### src/ttmg_pkg.sv
`default_nettype none
package ttmg_pkg;

	localparam int TapsDefault = 3;
	localparam logic [31:0] TapWindowMs = 32'd1200;

	localparam logic [2:0] EV_MOVE  = 3'd0;
	localparam logic [2:0] EV_LDOWN = 3'd1;
	localparam logic [2:0] EV_LUP   = 3'd2;
	localparam logic [2:0] EV_RUP   = 3'd3;
	localparam logic [2:0] EV_KDOWN = 3'd4;
	localparam logic [2:0] EV_KUP   = 3'd5;
	localparam logic [2:0] EV_KBD   = 3'd6;

	localparam logic [2:0] REG_OVERLAY = 3'd0;
	localparam logic [2:0] REG_GAME_W  = 3'd1;
	localparam logic [2:0] REG_GAME_H  = 3'd2;
	localparam logic [2:0] REG_SCALE_W = 3'd3;
	localparam logic [2:0] REG_SCALE_H = 3'd4;
	localparam logic [2:0] REG_OFF_X   = 3'd5;
	localparam logic [2:0] REG_OFF_Y   = 3'd6;
	localparam logic [2:0] REG_LONG    = 3'd7;

	typedef struct packed {
		logic        pressed;
		logic        held;
		logic        released;
		logic [9:0]  touch_x;
		logic [9:0]  touch_y;
		logic [31:0] now_ms;
	} in_item_t;

	typedef struct packed {
		logic [2:0] event_kind;
		logic [9:0] out_x;
		logic [9:0] out_y;
		logic       last_of_run;
	} out_item_t;

	typedef struct packed {
		logic        overlay_mode;
		logic [10:0] game_width;
		logic [10:0] game_height;
		logic [9:0]  scaled_width;
		logic [9:0]  scaled_height;
		logic [9:0]  frame_offset_x;
		logic [8:0]  frame_offset_y;
		logic [15:0] long_press_ms;
	} cfg_t;

	typedef struct packed {
		logic       map_start;
		logic [9:0] map_x;
		logic [9:0] map_y;
	} map_cmd_t;

	typedef struct packed {
		logic       busy;
		logic       done;
		logic [9:0] gx;
		logic [9:0] gy;
	} map_sts_t;

endpackage
`default_nettype wire

### src/ttmg_map.sv
`default_nettype none
module ttmg_map (
	input  wire logic               clk,
	input  wire logic               arst_n,
	input  wire ttmg_pkg::cfg_t     cfg,
	input  wire ttmg_pkg::map_cmd_t cmd,
	output ttmg_pkg::map_sts_t      sts
);
	typedef enum logic [3:0] {
		M_IDLE = 4'b0001,
		M_MUL  = 4'b0010,
		M_DIV  = 4'b0100,
		M_FIN  = 4'b1000
	} mstate_t;

	mstate_t     state_q;
	logic        axis_q;
	logic [4:0]  cnt_q;
	logic [20:0] num_q;
	logic [20:0] quo_q;
	logic [10:0] rem_q;
	logic [10:0] ry_q;
	logic        negx_q, negy_q;
	logic [9:0]  gx_q, gy_q;
	logic [9:0]  tx_q, ty_q;

	logic        scale;
	logic [10:0] dx, dy;
	logic [11:0] rem_sh;
	logic [9:0]  divisor;
	logic [10:0] gdim;

	assign scale = (cfg.scaled_width != 10'd0) && (cfg.scaled_height != 10'd0);
	assign dx = {1'b0, tx_q} - {1'b0, cfg.frame_offset_x};
	assign dy = {1'b0, ty_q} - {2'b0, cfg.frame_offset_y};
	assign divisor = axis_q ? cfg.scaled_height : cfg.scaled_width;
	assign gdim = axis_q ? cfg.game_height : cfg.game_width;
	assign rem_sh = {rem_q, num_q[20]};

	function automatic logic [9:0] clampv(input logic neg, input logic [20:0] v,
			input logic [10:0] lim);
		logic [10:0] top;
		begin
			top = (lim > 11'd1024) ? 11'd1023 : lim - 11'd1;
			if (lim == 11'd0 || neg) clampv = 10'd0;
			else if (v > {10'd0, top}) clampv = top[9:0];
			else clampv = v[9:0];
		end
	endfunction

	always_ff @(posedge clk or negedge arst_n) begin
		if (!arst_n) begin
			state_q <= M_IDLE;
		end else begin
			case (state_q)
				M_IDLE: if (cmd.map_start) state_q <= M_MUL;
				M_MUL: begin
					if (cfg.overlay_mode || !scale) state_q <= M_FIN;
					else state_q <= M_DIV;
				end
				M_DIV: if (cnt_q == 5'd21 && axis_q) state_q <= M_FIN;
				M_FIN: state_q <= M_IDLE;
				default: state_q <= M_IDLE;
			endcase
		end
	end

	always_ff @(posedge clk) begin
		case (state_q)
			M_IDLE: begin
				tx_q <= cmd.map_x;
				ty_q <= cmd.map_y;
				axis_q <= 1'b0;
				cnt_q <= 5'd0;
			end
			M_MUL: begin
				negx_q <= dx[10];
				negy_q <= dy[10];
				ry_q <= dy;
				num_q <= {10'd0, dx[10] ? 11'd0 : dx} * {10'd0, cfg.game_width};
				rem_q <= 11'd0;
				if (cfg.overlay_mode) begin
					gx_q <= (tx_q >= 10'd800) ? 10'd799 : tx_q;
					gy_q <= (ty_q >= 10'd480) ? 10'd479 : ty_q;
				end else if (!scale) begin
					gx_q <= clampv(dx[10], {11'd0, dx[9:0]}, cfg.game_width);
					gy_q <= clampv(dy[10], {11'd0, dy[9:0]}, cfg.game_height);
				end
			end
			M_DIV: begin
				if (cnt_q == 5'd21) begin
					if (!axis_q) begin
						gx_q <= clampv(negx_q, quo_q, gdim);
						num_q <= {10'd0, ry_q[10] ? 11'd0 : ry_q} * {10'd0, cfg.game_height};
						rem_q <= 11'd0;
						cnt_q <= 5'd0;
						axis_q <= 1'b1;
					end else begin
						gy_q <= clampv(negy_q, quo_q, gdim);
					end
				end else begin
					cnt_q <= cnt_q + 5'd1;
					if (rem_sh >= {2'b0, divisor}) begin
						rem_q <= 11'(rem_sh - {2'b0, divisor});
						quo_q <= {quo_q[19:0], 1'b1};
					end else begin
						rem_q <= rem_sh[10:0];
						quo_q <= {quo_q[19:0], 1'b0};
					end
					num_q <= {num_q[19:0], 1'b0};
				end
			end
			default: ;
		endcase
	end

	assign sts.busy = (state_q != M_IDLE);
	assign sts.done = (state_q == M_FIN);
	assign sts.gx = gx_q;
	assign sts.gy = gy_q;
endmodule
`default_nettype wire

### src/ttmg_ctrl.sv
`default_nettype none
module ttmg_ctrl #(
	parameter int TAPS = ttmg_pkg::TapsDefault
) (
	input  wire logic               clk,
	input  wire logic               arst_n,
	input  wire ttmg_pkg::cfg_t     cfg,
	input  wire ttmg_pkg::in_item_t in_item,
	input  wire logic               in_valid,
	output logic                    in_ready,
	output ttmg_pkg::out_item_t     out_item,
	output logic                    out_valid,
	input  wire logic               out_ready,
	output ttmg_pkg::map_cmd_t      cmd,
	input  wire ttmg_pkg::map_sts_t sts
);
	localparam int CW = $clog2(TAPS + 1);

	typedef enum logic [5:0] {
		S_IDLE  = 6'b000001,
		S_TAP   = 6'b000010,
		S_START = 6'b000100,
		S_WAIT  = 6'b001000,
		S_OUT1  = 6'b010000,
		S_OUT2  = 6'b100000
	} state_t;

	state_t state_q;
	logic [1:0]  phase_q;
	logic        down_sent_q;
	logic [9:0]  held_x_q, held_y_q;
	logic [31:0] start_q;
	logic [CW-1:0] cnt_q [2];
	logic [31:0] times_q [2][TAPS];
	ttmg_pkg::in_item_t it_q;
	logic [2:0] k1_q, k2_q;
	logic       two_q, map1_q, map2_q, c_q;
	logic [9:0] mx_q, my_q;
	ttmg_pkg::out_item_t ob_q;
	logic       ob_v_q;
	logic       act_started_q;

	logic        in_bl, in_br;
	logic [CW-1:0] n, n2;
	logic [31:0] t [TAPS];
	logic [31:0] t2 [TAPS];
	logic        fire;
	logic [31:0] dur;
	logic        ob_load;

	assign in_bl = (it_q.touch_y > 10'd400) && (it_q.touch_x < 10'd80);
	assign in_br = (it_q.touch_y > 10'd400) && (it_q.touch_x > 10'd720);
	assign dur = it_q.now_ms - start_q;

	always_comb begin
		n = cnt_q[c_q];
		if (n > CW'(TAPS)) n = CW'(TAPS);
		for (int i = 0; i < TAPS; i++) t[i] = times_q[c_q][i];
		for (int s = 0; s < TAPS; s++) begin
			if (n > '0 && (it_q.now_ms - t[0]) > ttmg_pkg::TapWindowMs) begin
				for (int i = 0; i + 1 < TAPS; i++) t[i] = t[i + 1];
				n = n - 1'b1;
			end
		end
		for (int i = 0; i < TAPS; i++) t2[i] = t[i];
		n2 = n;
		if (n < CW'(TAPS)) begin
			for (int i = 0; i < TAPS; i++)
				if (CW'(i) == n) t2[i] = it_q.now_ms;
			n2 = n + 1'b1;
		end else begin
			for (int i = 0; i + 1 < TAPS; i++) t2[i] = t[i + 1];
			t2[TAPS-1] = it_q.now_ms;
		end
		fire = (n2 == CW'(TAPS)) && ((it_q.now_ms - t2[0]) <= ttmg_pkg::TapWindowMs);
	end

	assign in_ready = (state_q == S_IDLE);
	assign ob_load = ((state_q == S_OUT1) || (state_q == S_OUT2)) && (!ob_v_q || out_ready);

	always_ff @(posedge clk or negedge arst_n) begin
		if (!arst_n) begin
			state_q <= S_IDLE;
			phase_q <= 2'd0;
			down_sent_q <= 1'b0;
			held_x_q <= 10'd0;
			held_y_q <= 10'd0;
			start_q <= 32'd0;
			cnt_q[0] <= '0;
			cnt_q[1] <= '0;
			for (int c = 0; c < 2; c++)
				for (int i = 0; i < TAPS; i++) times_q[c][i] <= 32'd0;
			ob_v_q <= 1'b0;
			c_q <= 1'b0;
		end else begin
			if (ob_load) ob_v_q <= 1'b1;
			else if (out_ready) ob_v_q <= 1'b0;
			case (state_q)
				S_IDLE: if (in_valid) state_q <= S_START;
				S_START: begin
					two_q <= 1'b0; map2_q <= 1'b0;
					if (phase_q == 2'd1) begin
						mx_q <= held_x_q; my_q <= held_y_q;
						if (!down_sent_q && it_q.held) begin
							down_sent_q <= 1'b1; phase_q <= 2'd2;
							k1_q <= ttmg_pkg::EV_LDOWN; map1_q <= 1'b1;
							state_q <= S_WAIT;
						end else begin
							map1_q <= 1'b0; state_q <= S_IDLE;
							if (it_q.released || !it_q.held) phase_q <= 2'd0;
						end
					end else if (phase_q == 2'd2) begin
						if (it_q.released || !it_q.held) begin
							phase_q <= 2'd0;
							mx_q <= held_x_q; my_q <= held_y_q;
							k1_q <= (dur >= {16'd0, cfg.long_press_ms}) ?
								ttmg_pkg::EV_RUP : ttmg_pkg::EV_LUP;
							map1_q <= 1'b1; state_q <= S_WAIT;
						end else if (it_q.touch_x != held_x_q || it_q.touch_y != held_y_q) begin
							held_x_q <= it_q.touch_x; held_y_q <= it_q.touch_y;
							mx_q <= it_q.touch_x; my_q <= it_q.touch_y;
							k1_q <= ttmg_pkg::EV_MOVE; map1_q <= 1'b1; state_q <= S_WAIT;
						end else begin
							map1_q <= 1'b0; state_q <= S_IDLE;
						end
					end else if (it_q.pressed || it_q.held) begin
						held_x_q <= it_q.touch_x; held_y_q <= it_q.touch_y;
						mx_q <= it_q.touch_x; my_q <= it_q.touch_y;
						start_q <= it_q.now_ms; phase_q <= 2'd1; down_sent_q <= 1'b0;
						c_q <= in_br;
						if (in_bl || in_br) begin
							map1_q <= 1'b0; state_q <= S_TAP;
						end else begin
							k1_q <= ttmg_pkg::EV_MOVE; map1_q <= 1'b1; state_q <= S_WAIT;
						end
					end else begin
						phase_q <= 2'd0; map1_q <= 1'b0; state_q <= S_IDLE;
					end
				end
				S_TAP: begin
					for (int i = 0; i < TAPS; i++) times_q[c_q][i] <= t2[i];
					cnt_q[c_q] <= fire ? '0 : n2;
					if (fire && c_q) begin
						k1_q <= ttmg_pkg::EV_KDOWN; k2_q <= ttmg_pkg::EV_KUP;
						two_q <= 1'b1; phase_q <= 2'd0;
					end else if (fire) begin
						k1_q <= ttmg_pkg::EV_KBD; k2_q <= ttmg_pkg::EV_MOVE;
						two_q <= 1'b1; map2_q <= 1'b1;
					end else begin
						k1_q <= ttmg_pkg::EV_MOVE; map1_q <= 1'b1;
					end
					state_q <= S_WAIT;
				end
				S_WAIT: if (!(map1_q || map2_q) || sts.done) state_q <= S_OUT1;
				S_OUT1: if (ob_load) begin
					ob_q.event_kind <= k1_q;
					ob_q.out_x <= map1_q ? sts.gx : 10'd0;
					ob_q.out_y <= map1_q ? sts.gy : 10'd0;
					ob_q.last_of_run <= !two_q;
					state_q <= two_q ? S_OUT2 : S_IDLE;
				end
				S_OUT2: if (ob_load) begin
					ob_q.event_kind <= k2_q;
					ob_q.out_x <= map2_q ? sts.gx : 10'd0;
					ob_q.out_y <= map2_q ? sts.gy : 10'd0;
					ob_q.last_of_run <= 1'b1;
					state_q <= S_IDLE;
				end
				default: state_q <= S_IDLE;
			endcase
		end
	end

	always_ff @(posedge clk) begin
		if (state_q == S_IDLE && in_valid) it_q <= in_item;
	end

	assign cmd.map_start = (state_q == S_WAIT) && (map1_q || map2_q) && !sts.busy
		&& !sts.done && !act_started_q;
	always_ff @(posedge clk or negedge arst_n) begin
		if (!arst_n) act_started_q <= 1'b0;
		else if (state_q != S_WAIT) act_started_q <= 1'b0;
		else if (cmd.map_start) act_started_q <= 1'b1;
	end
	assign cmd.map_x = mx_q;
	assign cmd.map_y = my_q;

	assign out_item = ob_q;
	assign out_valid = ob_v_q;
endmodule
`default_nettype wire

### src/touch_to_mouse_gesture_engine.sv
// Touch-to-mouse gesture engine: one touch sample per input transfer gives
// zero, one or two mouse or key events, the last marked by last_of_run. One
// sample is in flight at a time; a sample whose coordinate is scaled waits for
// the shared bit-serial divider, which scales x and then y. An unscaled or
// overlay coordinate is clamped without the divider, and a sample with no
// mapped coordinate skips the mapper. Configuration registers are to be
// written only while no sample is in flight; the user must keep to this, as
// the block itself does not enforce it.
`default_nettype none
module touch_to_mouse_gesture_engine #(
	parameter int TAPS_PER_GESTURE = ttmg_pkg::TapsDefault
) (
	input  wire logic               clk,
	input  wire logic               arst_n,
	input  wire logic               in_valid,
	output logic                    in_ready,
	input  wire ttmg_pkg::in_item_t in_data,
	output logic                    out_valid,
	input  wire logic               out_ready,
	output ttmg_pkg::out_item_t     out_data,
	input  wire logic               cfg_we,
	input  wire logic [2:0]         cfg_index,
	input  wire logic [15:0]        cfg_wdata
);
	ttmg_pkg::cfg_t     cfg_q;
	ttmg_pkg::map_cmd_t cmd;
	ttmg_pkg::map_sts_t sts;

	always_ff @(posedge clk or negedge arst_n) begin
		if (!arst_n) begin
			cfg_q.overlay_mode <= 1'b0;
			cfg_q.game_width <= 11'd320;
			cfg_q.game_height <= 11'd200;
			cfg_q.scaled_width <= 10'd320;
			cfg_q.scaled_height <= 10'd200;
			cfg_q.frame_offset_x <= 10'd0;
			cfg_q.frame_offset_y <= 9'd0;
			cfg_q.long_press_ms <= 16'd1000;
		end else if (cfg_we) begin
			case (cfg_index)
				ttmg_pkg::REG_OVERLAY: cfg_q.overlay_mode <= cfg_wdata[0];
				ttmg_pkg::REG_GAME_W: cfg_q.game_width <= cfg_wdata[10:0];
				ttmg_pkg::REG_GAME_H: cfg_q.game_height <= cfg_wdata[10:0];
				ttmg_pkg::REG_SCALE_W: cfg_q.scaled_width <= cfg_wdata[9:0];
				ttmg_pkg::REG_SCALE_H: cfg_q.scaled_height <= cfg_wdata[9:0];
				ttmg_pkg::REG_OFF_X: cfg_q.frame_offset_x <= cfg_wdata[9:0];
				ttmg_pkg::REG_OFF_Y: cfg_q.frame_offset_y <= cfg_wdata[8:0];
				ttmg_pkg::REG_LONG: cfg_q.long_press_ms <= cfg_wdata;
				default: ;
			endcase
		end
	end

	ttmg_ctrl #(.TAPS(TAPS_PER_GESTURE)) u_ctrl (
		.clk(clk), .arst_n(arst_n), .cfg(cfg_q),
		.in_item(in_data), .in_valid(in_valid), .in_ready(in_ready),
		.out_item(out_data), .out_valid(out_valid), .out_ready(out_ready),
		.cmd(cmd), .sts(sts)
	);

	ttmg_map u_map (
		.clk(clk), .arst_n(arst_n), .cfg(cfg_q), .cmd(cmd), .sts(sts)
	);

`ifndef SYNTHESIS
	a_stall_hold: assert property (@(posedge clk) disable iff (!arst_n)
		out_valid && !out_ready |=> out_valid && $stable(out_data))
		else $error("result changed while stalled");
	a_no_accept_busy: assert property (@(posedge clk) disable iff (!arst_n)
		sts.busy |-> !in_ready)
		else $error("input taken while mapping");
	a_kind_range: assert property (@(posedge clk) disable iff (!arst_n)
		out_valid |-> out_data.event_kind != 3'd7)
		else $error("bad event kind");
`endif
endmodule
`default_nettype wire
### config.mk
export PLATFORM = sky130hd
export DESIGN_NAME = touch_to_mouse_gesture_engine
export DESIGN_NICKNAME = d
export VERILOG_FILES = /design/src/ttmg_pkg.sv /design/src/ttmg_map.sv /design/src/ttmg_ctrl.sv /design/src/touch_to_mouse_gesture_engine.sv
export SDC_FILE = /design/constraint.sdc
export NUM_CORES = 2
export LEC_CHECK = 0
export BUFFER_PORTS_ARGS = -buffer_cell sky130_fd_sc_hd__buf_2
export CORE_ASPECT_RATIO = 1.1
export CORE_MARGIN = 10
export CORE_UTILIZATION = 60
export CTS_CLUSTER_DIAMETER = 150
export DETAILED_ROUTE_END_ITERATION = 8
export PLACE_DENSITY = 0.76
export REMOVE_ABC_BUFFERS = 1
export SLEW_MARGIN = 0
export SYNTH_ARGS = -nofsm -noshare
export SYNTH_HDL_FRONTEND = slang
export SYNTH_SLANG_ARGS = --single-unit
### constraint.sdc
create_clock -name clk -period 58.9 [get_ports clk]
set_input_delay 5.89 -clock clk [delete_from_list [all_inputs] [get_ports clk]]
set_output_delay 5.89 -clock clk [all_outputs]
set_load 0.01 [all_outputs]
==> metrics.cfg <==
[finish]
finish.utilization = 0.654
fin_nets = 5442
layout-drive-gt1-share = 0.135
multiInputGateArea_um2 = 28200
fillers = 6068
register_area_um2 = 15100
design_area_um2 = 49000
syn_to_final_growth_pct = 7.74

[yosys]
synth_seq_cells = 559
netlist_instances = 4873
post_synth_num_cell_types = 103
synth_ff_type = dfrtp_1
synth_area_um2 = 45500
synth_edf_count = 217
yosysWarnings = 0
async_flop_share = 0.612
postSynthAreaPerCell_um2 = 9.33
yosysSeqAreaShare = 0.332
synth.area.top_cells = dfrtp_1 (18%), edfxtp_1 (14%), ha_1 (9.7%)
synth_top_area_cell = dfrtp_1
synth_top_area_share = 0.178

[clocking]
cts_made_buffers = 61
clock-sinks = 559
clockBufferDepth = 3
cts_tree = done
ctsHoldBuffers = 0
root_buffer = clkbuf_16
clkLatencyLatePin_ns = 0.67
cts_setup_buffers = 0
ctsResizeCount = 0
cts_htree_levels = 2
clkTransAtPathRegs_ns = 0.06

[route]
routed_wl_um = 128000
drc = 0
drtIter0Drc = 3122
wl_per_cell_um = 21.8
vias = 37300
avgViaCountPerCell = 6.35
drt_first_pass_iters = 9
drtAntennaViolNets = 0

[worst_setup_path]
critical_path_class = register to register
reg2regPathDepth = 73
critical_path_required_ns = 59.28
arrival_ns = 22.43
critical_path.max_fanout = 64
reg2reg_slack_ns = 36.85
crit_family = compound AO/OA/AOI/OAI gates
rr_endpoint = u_ctrl.two_q
cpMaxStageDelayCell = buf_4
worstReg2RegStart = u_ctrl.c_q
worst_setup_path_end_kind = register
worstPathBufferInverterCount = 8
critPathLaunchType = register
slowest_delay_ns = 0.73

[global_route]
overflow = 0
grt_max_degree = 82
grt_antenna_before_repair = 3
grt_pass1_vias = 36300
grt_pass1_wl_um = 200000
track_usage = 0.288

[sta]
rsz0062_at_grt = false
finalCriticalPeriod_ns = 22.05
timing.fmax_ghz = 0.0453
hold_viol = 0
setup_viol = 0
post-route-period-util = 0.374
setup_tns_ns = 0
slew_headroom = 0.212
tightest_slew_ns = 1.17
fin_skew_ns = 0.0340
maxSlewViolCount = 0

[worst_hold_path]
min_path_cells = 0
hold-path-endpoint = u_map.tx_q[0]
hp-start = u_ctrl.mx_q[0]
min_path_type = register to register

[die]
die_h_um = 309
die_area_um2 = 87200
coreArea_um2 = 74900
start_util = 0.607
row_count = 105
io_pins = 105
die_x_um = 283

[placed_design]
hpwl_um = 94500
portBuffers = 104
gp_congestion = 0.981
dpl-instance-area_um2 = 46900

[outcome]
outcome = complete, no violations

[flow_run]
cap_violations = 0

[through the flow]
step / hold WS, ns / setup WS (ns) / instances
6_report: 0.415 / 36.85 / 5880
5_1_grt: 0.426 / 35.28 / 5879
4_1_cts: 0.418 / 37.26 / 5879
3_5_place_dp: 0.405 / 37.35 / 5763
3_3_place_gp: 0.406 / 37.68 / 5763
2_1_floorplan: 0.400 / 30.74 / 4628
[cell usage after synthesis, types with 12 or more instances]
cell type,number
mux2_2,315
or2_2,12
and3_1,12
a21oi_1,335
a2111oi_0,13
o221ai_1,14
fa_1,147
nor2b_1,75
nand3_1,49
nand4_1,38
buf_1,22
xnor2_1,105
o31ai_1,29
a211oi_1,40
a31oi_1,23
nand3b_1,14
or3_1,24
nor4_1,28
nand2_1,563
o21bai_1,46
clkbuf_1,213
ha_1,353
a21o_1,81
xor2_1,63
and2_1,115
mux2i_1,158
o21a_1,38
a222oi_1,18
a21boi_0,13
o21ai_0,319
edfxtp_1,217
o22ai_1,61
nor2_1,271
dfstp_2,18
nor3_1,62
inv_1,354
nand2b_1,50
o211ai_1,24
dfrtp_1,324
[kinds of logic after synthesis]
group | synth area share
AO/OA/AOI/OAI | 0.167
XOR/XNOR | 0.0337
adder cells (fa/ha/maj) | 0.162
buffers and inverters | 0.0500
flip-flops | 0.332
multiplexers | 0.113
AND/OR/NAND/NOR | 0.142
[flip-flops by register name (all words and copies together), names as in the netlist, 11 cells and up]
name             flops
u_ctrl.times_q     192
cfg_q               78
u_ctrl.it_q         55
u_ctrl.start_q      32
u_ctrl.out_item     24
u_map.num_q         21
u_map.quo_q         21
u_map.rem_q         11
[placed cells by master (no fill, tap or decap), types with 61 or more instances in the layout]
cell type	netlist	routed
a21o_1	81	81
a21oi_1	335	334
and2_1	115	114
buf_2	10	103
buf_4	0	68
clkbuf_16	0	61
dfrtp_1	324	323
edfxtp_1	217	217
fa_1	147	147
ha_1	353	353
inv_1	354	354
mux2_2	315	315
mux2i_1	158	157
nand2_1	563	562
nor2_1	271	266
nor2b_1	75	73
nor3_1	62	61
o21ai_0	319	318
o22ai_1	61	61
xnor2_1	105	104
xor2_1	63	63
[per-layer routing]
| metal | up-vias | global-route usage | wire, um |
|---|---|---|---|
| li1 | 17300 | - | - |
| met1 | 18100 | 0.359 | 50900 |
| met5 | - | 0 | 30 |
| met4 | 4 | 0.138 | 6700 |
| met2 | 1497 | 0.492 | 62200 |
| met3 | 379 | 0.0357 | 8590 |
[cell type report]
type                    instances  area share
diodes                          1   0.0000511
clock buffers                  84      0.0350
clock inverters                32     0.00769
inverters                     358      0.0274
multi-input cells            3711       0.576
flip-flops and latches        559       0.308
well taps                     963      0.0246
repair buffers                172      0.0212
[how the worst max path moves through the flow]
| stage | start | endpoint | slack [ns] | cells past startpoint |
|---|---|---|---|---|
| final | u_ctrl.c_q | u_ctrl.two_q | 36.85 | 73 |
| after global routing | u_ctrl.c_q | u_ctrl.two_q | 35.28 | 73 |
| after CTS | u_ctrl.c_q | u_ctrl.two_q | 37.26 | 73 |
| after detailed placement | u_ctrl.c_q | u_ctrl.two_q | 37.35 | 73 |
| after global placement | u_ctrl.c_q | u_ctrl.two_q | 37.68 | 73 |
| after floorplan | u_ctrl.c_q | u_ctrl.map2_q | 30.74 | 68 |
Power is left out: the tool's default activity adds up to more than one toggle a clock period on the data nets, which glitch-free logic cannot reach.
